`config.mk`:
```
export PLATFORM = sky130hd
export DESIGN_NAME = alpha_shape_bounds_measure
export DESIGN_NICKNAME = d
export VERILOG_FILES = /design/src/hdl/asbm_pkg.sv /design/src/hdl/alpha_shape_bounds_measure.sv
export SDC_FILE = /design/constraint.sdc
export NUM_CORES = 2
export LEC_CHECK = 0
export ABC_AREA = 1
export BUFFER_PORTS_ARGS = -buffer_cell sky130_fd_sc_hd__buf_2
export CAP_MARGIN = 20
export CORE_MARGIN = 2
export CORE_UTILIZATION = 47
export DETAILED_ROUTE_END_ITERATION = 8
export PLACE_DENSITY_LB_ADDON = 0.08
export RECOVER_POWER = 100
export SLEW_MARGIN = 20
export SYNTH_ARGS = -nofsm -noshare
export SYNTH_HDL_FRONTEND = slang
export SYNTH_SLANG_ARGS = --single-unit
```
`constraint.sdc`:
```
create_clock -name i_clk -period 11 [get_ports i_clk]
set_input_delay 2.75 -clock i_clk [delete_from_list [all_inputs] [get_ports i_clk]]
set_output_delay 2.75 -clock i_clk [all_outputs]
set_load 0.02 [all_outputs]
```
`src/hdl/asbm_pkg.sv`:
```
// Shared constants for the alpha shape bounds measurement block.
// Field widths, fixed-point constants and stream packing offsets; no dependencies.
package asbm_pkg;

    localparam int DEF_MAX_ROWS    = 8192;
    localparam int DEF_MAX_COLUMNS = 8192;

    // input record fields
    localparam int FIRST_W      = 14;
    localparam int COL_W        = 13;
    localparam int ALPHA_W      = 17;
    localparam int AREA_IN_W    = 22;
    localparam int OUTLINE_IN_W = 23;
    localparam int COL_MAX_IN   = 8191;

    // result fields
    localparam int EDGE_W    = 31;
    localparam int AREA_W    = 34;
    localparam int OUTLINE_W = 35;

    // 1/65536 fixed point
    localparam int FRAC_BITS = 16;
    localparam int ONE_FX    = 65536;
    localparam int HALF_FX   = 32768;

    // input tdata layout
    localparam int IN_TDATA_W   = 128;
    localparam int IN_FIRST_LSB = 0;
    localparam int IN_LAST_LSB  = IN_FIRST_LSB + FIRST_W;
    localparam int IN_AF_LSB    = IN_LAST_LSB + COL_W;
    localparam int IN_AL_LSB    = IN_AF_LSB + ALPHA_W;
    localparam int IN_AP_LSB    = IN_AL_LSB + ALPHA_W;
    localparam int IN_AREA_LSB  = IN_AP_LSB + ALPHA_W;
    localparam int IN_OUTL_LSB  = IN_AREA_LSB + AREA_IN_W;

    // output tdata layout
    localparam int OUT_TDATA_W    = 200;
    localparam int OUT_LEFT_LSB   = 0;
    localparam int OUT_RIGHT_LSB  = OUT_LEFT_LSB + EDGE_W;
    localparam int OUT_TOP_LSB    = OUT_RIGHT_LSB + EDGE_W;
    localparam int OUT_BOTTOM_LSB = OUT_TOP_LSB + EDGE_W;
    localparam int OUT_AREA_LSB   = OUT_BOTTOM_LSB + EDGE_W;
    localparam int OUT_OUTL_LSB   = OUT_AREA_LSB + AREA_W;
    localparam int OUT_FIELDS_W   = OUT_OUTL_LSB + OUTLINE_W;
    localparam int OUT_USER_W     = 1;

endpackage

```
`src/hdl/alpha_shape_bounds_measure.sv`:
```
// Top level of the alpha shape bounds measurement block: row statistics in,
// one bounding box and totals out per frame. Depends on asbm_pkg.
//
//  channel  | direction | payload                                  | marker
//  ---------+-----------+------------------------------------------+----------------
//  s_axis   | in        | one row record per transaction           | tlast=last row
//  m_axis   | out       | box edges and totals, one per frame      | tuser=visible
//
// One row record is taken every cycle unless ready drops, as below. After the
// transaction carrying the last row, the row is registered on acceptance, the state
// update loads the raw edge register, and widening loads the output register, where the result is valid.
// Reset is synchronous, active low, and clears the pipeline valids and all
// frame state. A stalled result holds in the output register while rows keep
// flowing; ready drops only when a last row meets a full widening stage.
module alpha_shape_bounds_measure
    import asbm_pkg::*;
#(
    parameter int MAX_ROWS    = DEF_MAX_ROWS,
    parameter int MAX_COLUMNS = DEF_MAX_COLUMNS
) (
    input  logic                   i_clk,
    input  logic                   i_rst_n,
    input  logic                   i_s_axis_tvalid,
    output logic                   o_s_axis_tready,
    // row_first, row_last, alpha_at_first, alpha_at_last, alpha_peak,
    // row_area, row_outline, zero pad
    input  logic [IN_TDATA_W-1:0]  i_s_axis_tdata,
    input  logic                   i_s_axis_tlast,   // last_row
    output logic                   o_m_axis_tvalid,
    input  logic                   i_m_axis_tready,
    // edge_left, edge_right, edge_top, edge_bottom, total_area,
    // total_outline, zero pad
    output logic [OUT_TDATA_W-1:0] o_m_axis_tdata,
    output logic [OUT_USER_W-1:0]  o_m_axis_tuser    // visible
);

    localparam int ROW_W = (MAX_ROWS > 1) ? $clog2(MAX_ROWS) : 1;
    localparam logic [ROW_W-1:0] ROW_LIMIT = ROW_W'(MAX_ROWS - 1);
    localparam int COL_LIM = (MAX_COLUMNS - 1 > COL_MAX_IN) ? COL_MAX_IN : MAX_COLUMNS - 1;
    localparam logic [COL_W-1:0] COL_LIMIT = COL_W'(COL_LIM);
    localparam int POS_W = (ROW_W > COL_W) ? ROW_W : COL_W;
    localparam int EW    = POS_W + ALPHA_W + 2;
    localparam logic [ALPHA_W-1:0] ALPHA_ONE = ALPHA_W'(ONE_FX);
    localparam logic [EW-1:0] ONE_EW  = EW'(ONE_FX);
    localparam logic [EW-1:0] HALF_EW = EW'(HALF_FX);

    function automatic logic [ALPHA_W-1:0] clamp_alpha(input logic [ALPHA_W-1:0] a);
        return (a > ALPHA_ONE) ? ALPHA_ONE : a;
    endfunction

    function automatic logic [COL_W-1:0] clamp_col(input logic [COL_W-1:0] c);
        return (c > COL_LIMIT) ? COL_LIMIT : c;
    endfunction

    // spans thinner than a pixel become one pixel around their floored centre;
    // result is {lo, hi}
    function automatic logic [2*EW-1:0] widen(input logic [EW-1:0] lo,
                                              input logic [EW-1:0] hi);
        logic [EW-1:0] sum;
        logic [EW-1:0] c;
        sum = lo + hi;
        c   = sum >> 1;
        if ($signed(hi - lo) < $signed(ONE_EW)) begin
            return {c - HALF_EW, c + HALF_EW};
        end
        return {lo, hi};
    endfunction

    // input register
    logic                      r_s1_v;
    logic                      r_s1_last;
    logic signed [FIRST_W-1:0] r_s1_first;
    logic [COL_W-1:0]          r_s1_lcol;
    logic [ALPHA_W-1:0]        r_s1_af;
    logic [ALPHA_W-1:0]        r_s1_al;
    logic [ALPHA_W-1:0]        r_s1_ap;
    logic [AREA_IN_W-1:0]      r_s1_area;
    logic [OUTLINE_IN_W-1:0]   r_s1_outl;

    // frame state
    logic [ROW_W-1:0]     r_row_cnt;
    logic                 r_seen;
    logic [ROW_W-1:0]     r_top_row;
    logic [ROW_W-1:0]     r_bot_row;
    logic [COL_W-1:0]     r_min_col;
    logic [COL_W-1:0]     r_max_col;
    logic [ALPHA_W-1:0]   r_left_a;
    logic [ALPHA_W-1:0]   r_right_a;
    logic [ALPHA_W-1:0]   r_top_a;
    logic [ALPHA_W-1:0]   r_bot_a;
    logic [AREA_W-1:0]    r_area;
    logic [OUTLINE_W-1:0] r_outl;

    // raw edge stage
    logic                 r_s2_v;
    logic                 r_s2_vis;
    logic [EW-1:0]        r_s2_left;
    logic [EW-1:0]        r_s2_right;
    logic [EW-1:0]        r_s2_top;
    logic [EW-1:0]        r_s2_bot;
    logic [AREA_W-1:0]    r_s2_area;
    logic [OUTLINE_W-1:0] r_s2_outl;

    // output register
    logic                 r_o_v;
    logic                 r_o_vis;
    logic [EDGE_W-1:0]    r_o_left;
    logic [EDGE_W-1:0]    r_o_right;
    logic [EDGE_W-1:0]    r_o_top;
    logic [EDGE_W-1:0]    r_o_bot;
    logic [AREA_W-1:0]    r_o_area;
    logic [OUTLINE_W-1:0] r_o_outl;

    // handshake
    logic out_free, s2_free, s1_go, s2_go, in_go;

    assign out_free        = !r_o_v || i_m_axis_tready;
    assign s2_free         = !r_s2_v || out_free;
    assign s1_go           = r_s1_v && (!r_s1_last || s2_free);
    assign s2_go           = r_s2_v && out_free;
    assign o_s_axis_tready = !r_s1_v || s1_go;
    assign in_go           = i_s_axis_tvalid && o_s_axis_tready;

    // next frame state from the registered row
    logic                 empty;
    logic [COL_W-1:0]     f_col, l_col;
    logic [ALPHA_W-1:0]   af, al, ap;
    logic [AREA_W:0]      area_sum;
    logic [OUTLINE_W:0]   outl_sum;
    logic [ROW_W-1:0]     n_row_cnt;
    logic                 n_seen;
    logic [ROW_W-1:0]     n_top_row, n_bot_row;
    logic [COL_W-1:0]     n_min_col, n_max_col;
    logic [ALPHA_W-1:0]   n_left_a, n_right_a, n_top_a, n_bot_a;
    logic [AREA_W-1:0]    n_area;
    logic [OUTLINE_W-1:0] n_outl;
    logic [EW-1:0]        n_left, n_right, n_top, n_bot;

    always_comb begin
        empty = r_s1_first[FIRST_W-1];
        f_col = clamp_col(r_s1_first[COL_W-1:0]);
        l_col = clamp_col(r_s1_lcol);
        af    = clamp_alpha(r_s1_af);
        al    = clamp_alpha(r_s1_al);
        ap    = clamp_alpha(r_s1_ap);

        area_sum = {1'b0, r_area} + (AREA_W + 1)'(r_s1_area);
        outl_sum = {1'b0, r_outl} + (OUTLINE_W + 1)'(r_s1_outl);
        // saturate at all ones
        n_area = area_sum[AREA_W] ? '1 : area_sum[AREA_W-1:0];
        n_outl = outl_sum[OUTLINE_W] ? '1 : outl_sum[OUTLINE_W-1:0];

        n_row_cnt = (r_row_cnt < ROW_LIMIT) ? r_row_cnt + 1'b1 : r_row_cnt;

        n_seen    = r_seen;
        n_top_row = r_top_row;
        n_bot_row = r_bot_row;
        n_min_col = r_min_col;
        n_max_col = r_max_col;
        n_left_a  = r_left_a;
        n_right_a = r_right_a;
        n_top_a   = r_top_a;
        n_bot_a   = r_bot_a;
        if (!empty) begin
            if (!r_seen) begin
                n_seen    = 1'b1;
                n_top_row = r_row_cnt;
                n_top_a   = ap;
                n_min_col = f_col;
                n_max_col = l_col;
                n_left_a  = af;
                n_right_a = al;
            end else begin
                if (f_col < r_min_col) begin
                    n_min_col = f_col;
                    n_left_a  = af;
                end else if (f_col == r_min_col && af > r_left_a) begin
                    n_left_a = af;
                end
                if (l_col > r_max_col) begin
                    n_max_col = l_col;
                    n_right_a = al;
                end else if (l_col == r_max_col && al > r_right_a) begin
                    n_right_a = al;
                end
            end
            n_bot_row = r_row_cnt;
            n_bot_a   = ap;
        end

        n_left  = EW'({n_min_col, FRAC_BITS'(0)}) + ONE_EW - EW'(n_left_a);
        n_right = EW'({n_max_col, FRAC_BITS'(0)}) + EW'(n_right_a);
        n_top   = EW'({n_top_row, FRAC_BITS'(0)}) + ONE_EW - EW'(n_top_a);
        n_bot   = EW'({n_bot_row, FRAC_BITS'(0)}) + EW'(n_bot_a);
    end

    // widening stage
    logic [2*EW-1:0] lr_w, tb_w;

    always_comb begin
        lr_w = widen(r_s2_left, r_s2_right);
        tb_w = widen(r_s2_top, r_s2_bot);
    end

    // control and frame state
    always_ff @(posedge i_clk) begin
        if (!i_rst_n) begin
            r_s1_v    <= 1'b0;
            r_s2_v    <= 1'b0;
            r_o_v     <= 1'b0;
            r_row_cnt <= '0;
            r_seen    <= 1'b0;
            r_top_row <= '0;
            r_bot_row <= '0;
            r_min_col <= '0;
            r_max_col <= '0;
            r_left_a  <= '0;
            r_right_a <= '0;
            r_top_a   <= '0;
            r_bot_a   <= '0;
            r_area    <= '0;
            r_outl    <= '0;
        end else begin
            if (in_go) begin
                r_s1_v <= 1'b1;
            end else if (s1_go) begin
                r_s1_v <= 1'b0;
            end

            if (s1_go && r_s1_last) begin
                r_s2_v <= 1'b1;
            end else if (s2_go) begin
                r_s2_v <= 1'b0;
            end

            if (s2_go) begin
                r_o_v <= 1'b1;
            end else if (i_m_axis_tready) begin
                r_o_v <= 1'b0;
            end

            if (s1_go) begin
                if (r_s1_last) begin
                    // frame closes: start afresh
                    r_row_cnt <= '0;
                    r_seen    <= 1'b0;
                    r_top_row <= '0;
                    r_bot_row <= '0;
                    r_min_col <= '0;
                    r_max_col <= '0;
                    r_left_a  <= '0;
                    r_right_a <= '0;
                    r_top_a   <= '0;
                    r_bot_a   <= '0;
                    r_area    <= '0;
                    r_outl    <= '0;
                end else begin
                    r_row_cnt <= n_row_cnt;
                    r_seen    <= n_seen;
                    r_top_row <= n_top_row;
                    r_bot_row <= n_bot_row;
                    r_min_col <= n_min_col;
                    r_max_col <= n_max_col;
                    r_left_a  <= n_left_a;
                    r_right_a <= n_right_a;
                    r_top_a   <= n_top_a;
                    r_bot_a   <= n_bot_a;
                    r_area    <= n_area;
                    r_outl    <= n_outl;
                end
            end
        end
    end

    // payload
    always_ff @(posedge i_clk) begin
        if (in_go) begin
            r_s1_last  <= i_s_axis_tlast;
            r_s1_first <= i_s_axis_tdata[IN_FIRST_LSB +: FIRST_W];
            r_s1_lcol  <= i_s_axis_tdata[IN_LAST_LSB +: COL_W];
            r_s1_af    <= i_s_axis_tdata[IN_AF_LSB +: ALPHA_W];
            r_s1_al    <= i_s_axis_tdata[IN_AL_LSB +: ALPHA_W];
            r_s1_ap    <= i_s_axis_tdata[IN_AP_LSB +: ALPHA_W];
            r_s1_area  <= i_s_axis_tdata[IN_AREA_LSB +: AREA_IN_W];
            r_s1_outl  <= i_s_axis_tdata[IN_OUTL_LSB +: OUTLINE_IN_W];
        end
        if (s1_go && r_s1_last) begin
            r_s2_vis   <= n_seen;
            r_s2_left  <= n_left;
            r_s2_right <= n_right;
            r_s2_top   <= n_top;
            r_s2_bot   <= n_bot;
            r_s2_area  <= n_area;
            r_s2_outl  <= n_outl;
        end
        if (s2_go) begin
            r_o_vis  <= r_s2_vis;
            r_o_area <= r_s2_area;
            r_o_outl <= r_s2_outl;
            if (r_s2_vis) begin
                r_o_left  <= lr_w[EW +: EDGE_W];
                r_o_right <= lr_w[0 +: EDGE_W];
                r_o_top   <= tb_w[EW +: EDGE_W];
                r_o_bot   <= tb_w[0 +: EDGE_W];
            end else begin
                r_o_left  <= '0;
                r_o_right <= '0;
                r_o_top   <= '0;
                r_o_bot   <= '0;
            end
        end
    end

    assign o_m_axis_tvalid = r_o_v;
    assign o_m_axis_tuser  = OUT_USER_W'(r_o_vis);
    assign o_m_axis_tdata  = {(OUT_TDATA_W - OUT_FIELDS_W)'(0), r_o_outl, r_o_area,
                              r_o_bot, r_o_top, r_o_right, r_o_left};

endmodule

```
==> impl_summary.md <==
Run status
The flow ran to the end, but the final reports show violations. The final reports fail on capacitance limit, slew limit.

Route
After detailed routing, the total wire length is 131000 µm. The first TritonRoute pass finished after 6 iterations. The detailed router finished its first iteration with 3413 violations. The number of vias after detailed routing is 38451.

The average via count per standard cell is 5.28. The number of antenna-violating nets in the routed design is 0. In the routed design, unresolved DRC markers number 0. The average wire per cell in the routed design is 17.9 µm.

Worst hold path
The endpoint of the worst hold-timing path is r_o_area[1]. The tightest min-delay check is of the flip-flop to flip-flop type. The hold-critical path depth is 0. The worst hold path begins at r_s2_area[1].

Worst setup path
In this run the register-to-register setup slack is 3590 ps. The maximum single-stage delay on the critical path is 3630 ps. The type of element capturing the critical path is a flip-flop. Traced cell by cell, the critical path runs through clkbuf_1 > clkinvlp_2 > buf_4 > a21oi_1. The startpoint identified for the worst register-to-register timing path is r_s1_first[13].

The endpoint identified for the worst register-to-register timing path is r_s2_left[28]. Of all nets on the critical path, the largest fanout is 112. The slowest stage of the critical path is the sky130_fd_sc_hd__clkinvlp_2 cell. Data arrives at the worst endpoint at 8810 ps. STA classifies the critical path startpoint as an input pin. The critical path class is input pin to flip-flop. At the worst endpoint, the required time is 11570 ps.

Measured in cells, the most critical reg-to-reg path has a length of 20.

Timing
The normalized max-slew margin is -2.19. The count of endpoints failing hold in the final timing report is 0. Timing would allow up to 121 MHz. The setup slack of the critical path after layout is 2760 ps.

The clock arrives with 35.2 ps of skew. Setup repair after global routing left no endpoint under its margin. Of the available clock period, the critical path in the final layout requires 0.749. The accumulated negative setup slack is 0 ps. The actual transition at the worst max-transition pin is 4750 ps. The final-report max-slew violation count came to 601. The shortest clock period the worst path allows after layout is 8240 ps.

Setup violations remaining at the end of the flow were counted as 0.

Synth
For this run, the register share of the synthesized area comes to 0.443. Dividing the synthesized area by the synthesized cell count gives 7.65 µm². After synthesis the netlist holds a flip-flop and latch count of 716. Of the post-synthesis cell area, the dominant cell type holds 0.349.

The count of yosys warnings during synthesis is 0. The synthesized instance count is 5727. In this run the cell area of the synthesized design comes to 0.0438 mm². Yosys mapped the design onto 51 distinct sky130hd cell types. The biggest area contributor in the post-synthesis netlist is sky130_fd_sc_hd__edfxtp_1.

Ranked by total cell area, the synthesized netlist is headed by sky130_fd_sc_hd__edfxtp_1 35%, sky130_fd_sc_hd__nand2_1 14%, sky130_fd_sc_hd__dfxtp_1 9.4%.

Power
For this design the static power due to leakage is 0.0208 µW. The power per unit of standard cell area is 143 mW/mm². The worst-case IR drop observed on VDD is 0.143 mV.

Clock tree
The total clock sinks is 716. Post-CTS repair changed the size of 0 cells. The insertion delay to the later sink of the worst-skew pair is 670 ps.

The maximum number of buffers from clock root to sink is 3. Clock-pin slew was measured on the worst setup and hold paths at 60 ps. The root buffer cell chosen for the clock tree is sky130_fd_sc_hd__clkbuf_16. The quantity of hold-fixing buffers added after cts is 0. Buffers inserted during clock tree synthesis total 80.

The number of setup buffers added after CTS is 0. TritonCTS built the clock tree. The number of levels in the clock H-tree is 3.

Cells and area
The relative area change from synthesis to final layout is 11.6%. The library cells used most frequently in the layout, excluding fill and tap cells, are 1649 x sky130_fd_sc_hd__nand2_1, 697 x sky130_fd_sc_hd__inv_1, 564 x sky130_fd_sc_hd__nor2_1. Leaving out fill and tap cells, the most frequent cell in the layout is sky130_fd_sc_hd__nand2_1. The share of post-route cells with drive strength above 1 is 0.0529.

The layout net count is 6363.

Floorplanning
The die outline area is 0.0957 mm². The number of I/O pins is 336. The die is 309 µm tall. The core region area is 0.0929 mm².

The overall die width is 309 µm. The effective utilization at floorplan is 0.472. The floorplan has 112 rows.

Global route
The first global-routing pass estimated 201000 µm of wire. The pin count of the biggest net entering global routing is 169. The number of global-route vias before repair is 36006. Summed over all layers, the global routing overflow is 0. The global-route usage over all layers is 0.271. The number of antenna violations at the first check in global routing is 31.

Place
Before CTS, the worst setup slack after placement is 4640 ps. The final HPWL from detailed placement is 100000 µm. Port buffering added 323 buffers.

The final estimated routing congestion in global placement is 0.992.

Run
The reported max-cap violation count is 11.
==> cell families (layout without fill, tap and decap cells) <==
kind of cell	after synthesis	count (layout)	share of synthesized area
and+or+nand+nor	2790	2790	0.261
buffers and inverters	906	1200	0.0804
AOI/OAI and AO/OA	905	905	0.109
DFF	716	716	0.443
adders and majority gates	270	270	0.0778
xor gates and xnor gates	139	139	0.0278
other	1	14	0.0000855
==> stage by stage <==
step / power, µW / hold slack [ps] / std cells / util / cell area (µm²)
floorplan: 3900 / 400 / 5733 / - / 43900
global placement: 4220 / 401 / 7131 / 0.499 / 46400
detailed placement: 4230 / 405 / 7131 / 0.499 / 46400
CTS: 7070 / 392 / 7280 / 0.530 / 49200
global route: 7330 / 402 / 7283 / 0.526 / 48900
finish: 7010 / 405 / 7288 / 0.526 / 48900
==> state kept, by name (all words and copies together) (netlist names), 22 cells and up <==
name / cells
r_o_top: 31
r_o_outl: 35
r_s2_top: 31
r_o_bot: 31
r_s2_right: 30
r_s2_area: 34
r_area: 34
r_o_right: 31
r_s2_left: 31
r_outl: 35
r_s2_bot: 30
r_o_area: 34
r_s2_outl: 35
r_s1_area: 22
r_s1_outl: 23
r_o_left: 31
==> routing by layer <==
metal | share of wire | wire length, µm | global-route usage | vias up
li1 | - | - | - | 19289
met1 | 0.46 | 60800 | 0.392 | 17733
met2 | 0.43 | 56500 | 0.418 | 1182
met3 | 0.079 | 10300 | 0.0536 | 201
met4 | 0.022 | 2940 | 0.0658 | 46
met5 | 0.0024 | 316 | 0 | -
==> worst max path at each step <==
stage          cells after the start            start              end
2_1_floorplan                      7  i_m_axis_tready       r_s1_af[0]
3_3_place_gp                       6  i_m_axis_tready  o_s_axis_tready
3_5_place_dp                       6  i_m_axis_tready  o_s_axis_tready
4_1_cts                            6  i_m_axis_tready  o_s_axis_tready
5_1_grt                            4          i_rst_n       r_bot_a[6]
6_report                           4          i_rst_n      r_bot_a[13]
==> layout make-up <==
| cell class | count | area (µm²) |
|---|---|---|
| sequential | 716 | 19400 |
| tap | 1254 | 1570 |
| fill | 9140 | 44000 |
| multi-input combinational | 4111 | 20900 |
| clock inverter | 44 | 622 |
| clock buffer | 105 | 2200 |
| inverter | 708 | 2670 |
| antenna | 7 | 17.5 |
| timing repair buffer | 343 | 1490 |
==> worst max-delay path: cells and delay by family <==
family / cells / cell delay (ps)
buffers and inverters: 3 / 5720
AOI/OAI and AO/OA: 1 / 280
==> power by group <==
group	internal (µW)	leakage [µW]	switching (µW)	total, µW
sequential	3000	0.00645	60.1	3060
combinational	334	0.0130	789	1120
clock	1670	0.00135	1160	2830
==> cells in the mapped netlist, drive strengths merged <==
cell and n:
nand2 1651, inv 708, nor2 569, edfxtp 510
a21oi 496, nand3 339, o21ai 309, ha 266
dfxtp 206, clkbuf 128, xor2 111, nand4 85
nor3 71, buf 70, or2 39, o21bai 31
xnor2 28, nor4 21, a21o 16, a31oi 15
a21boi 7, and2 7, a211oi 6, o21a 6
and3 4, fa 4, nand3b 4, o22ai 4
a2bb2oi 3, o221ai 3, a221oi 2, o211ai 2
a2111oi 1, a22oi 1, conb 1, o211a 1
o221a 1, o31a 1
Power figures use the tool's default switching activity.
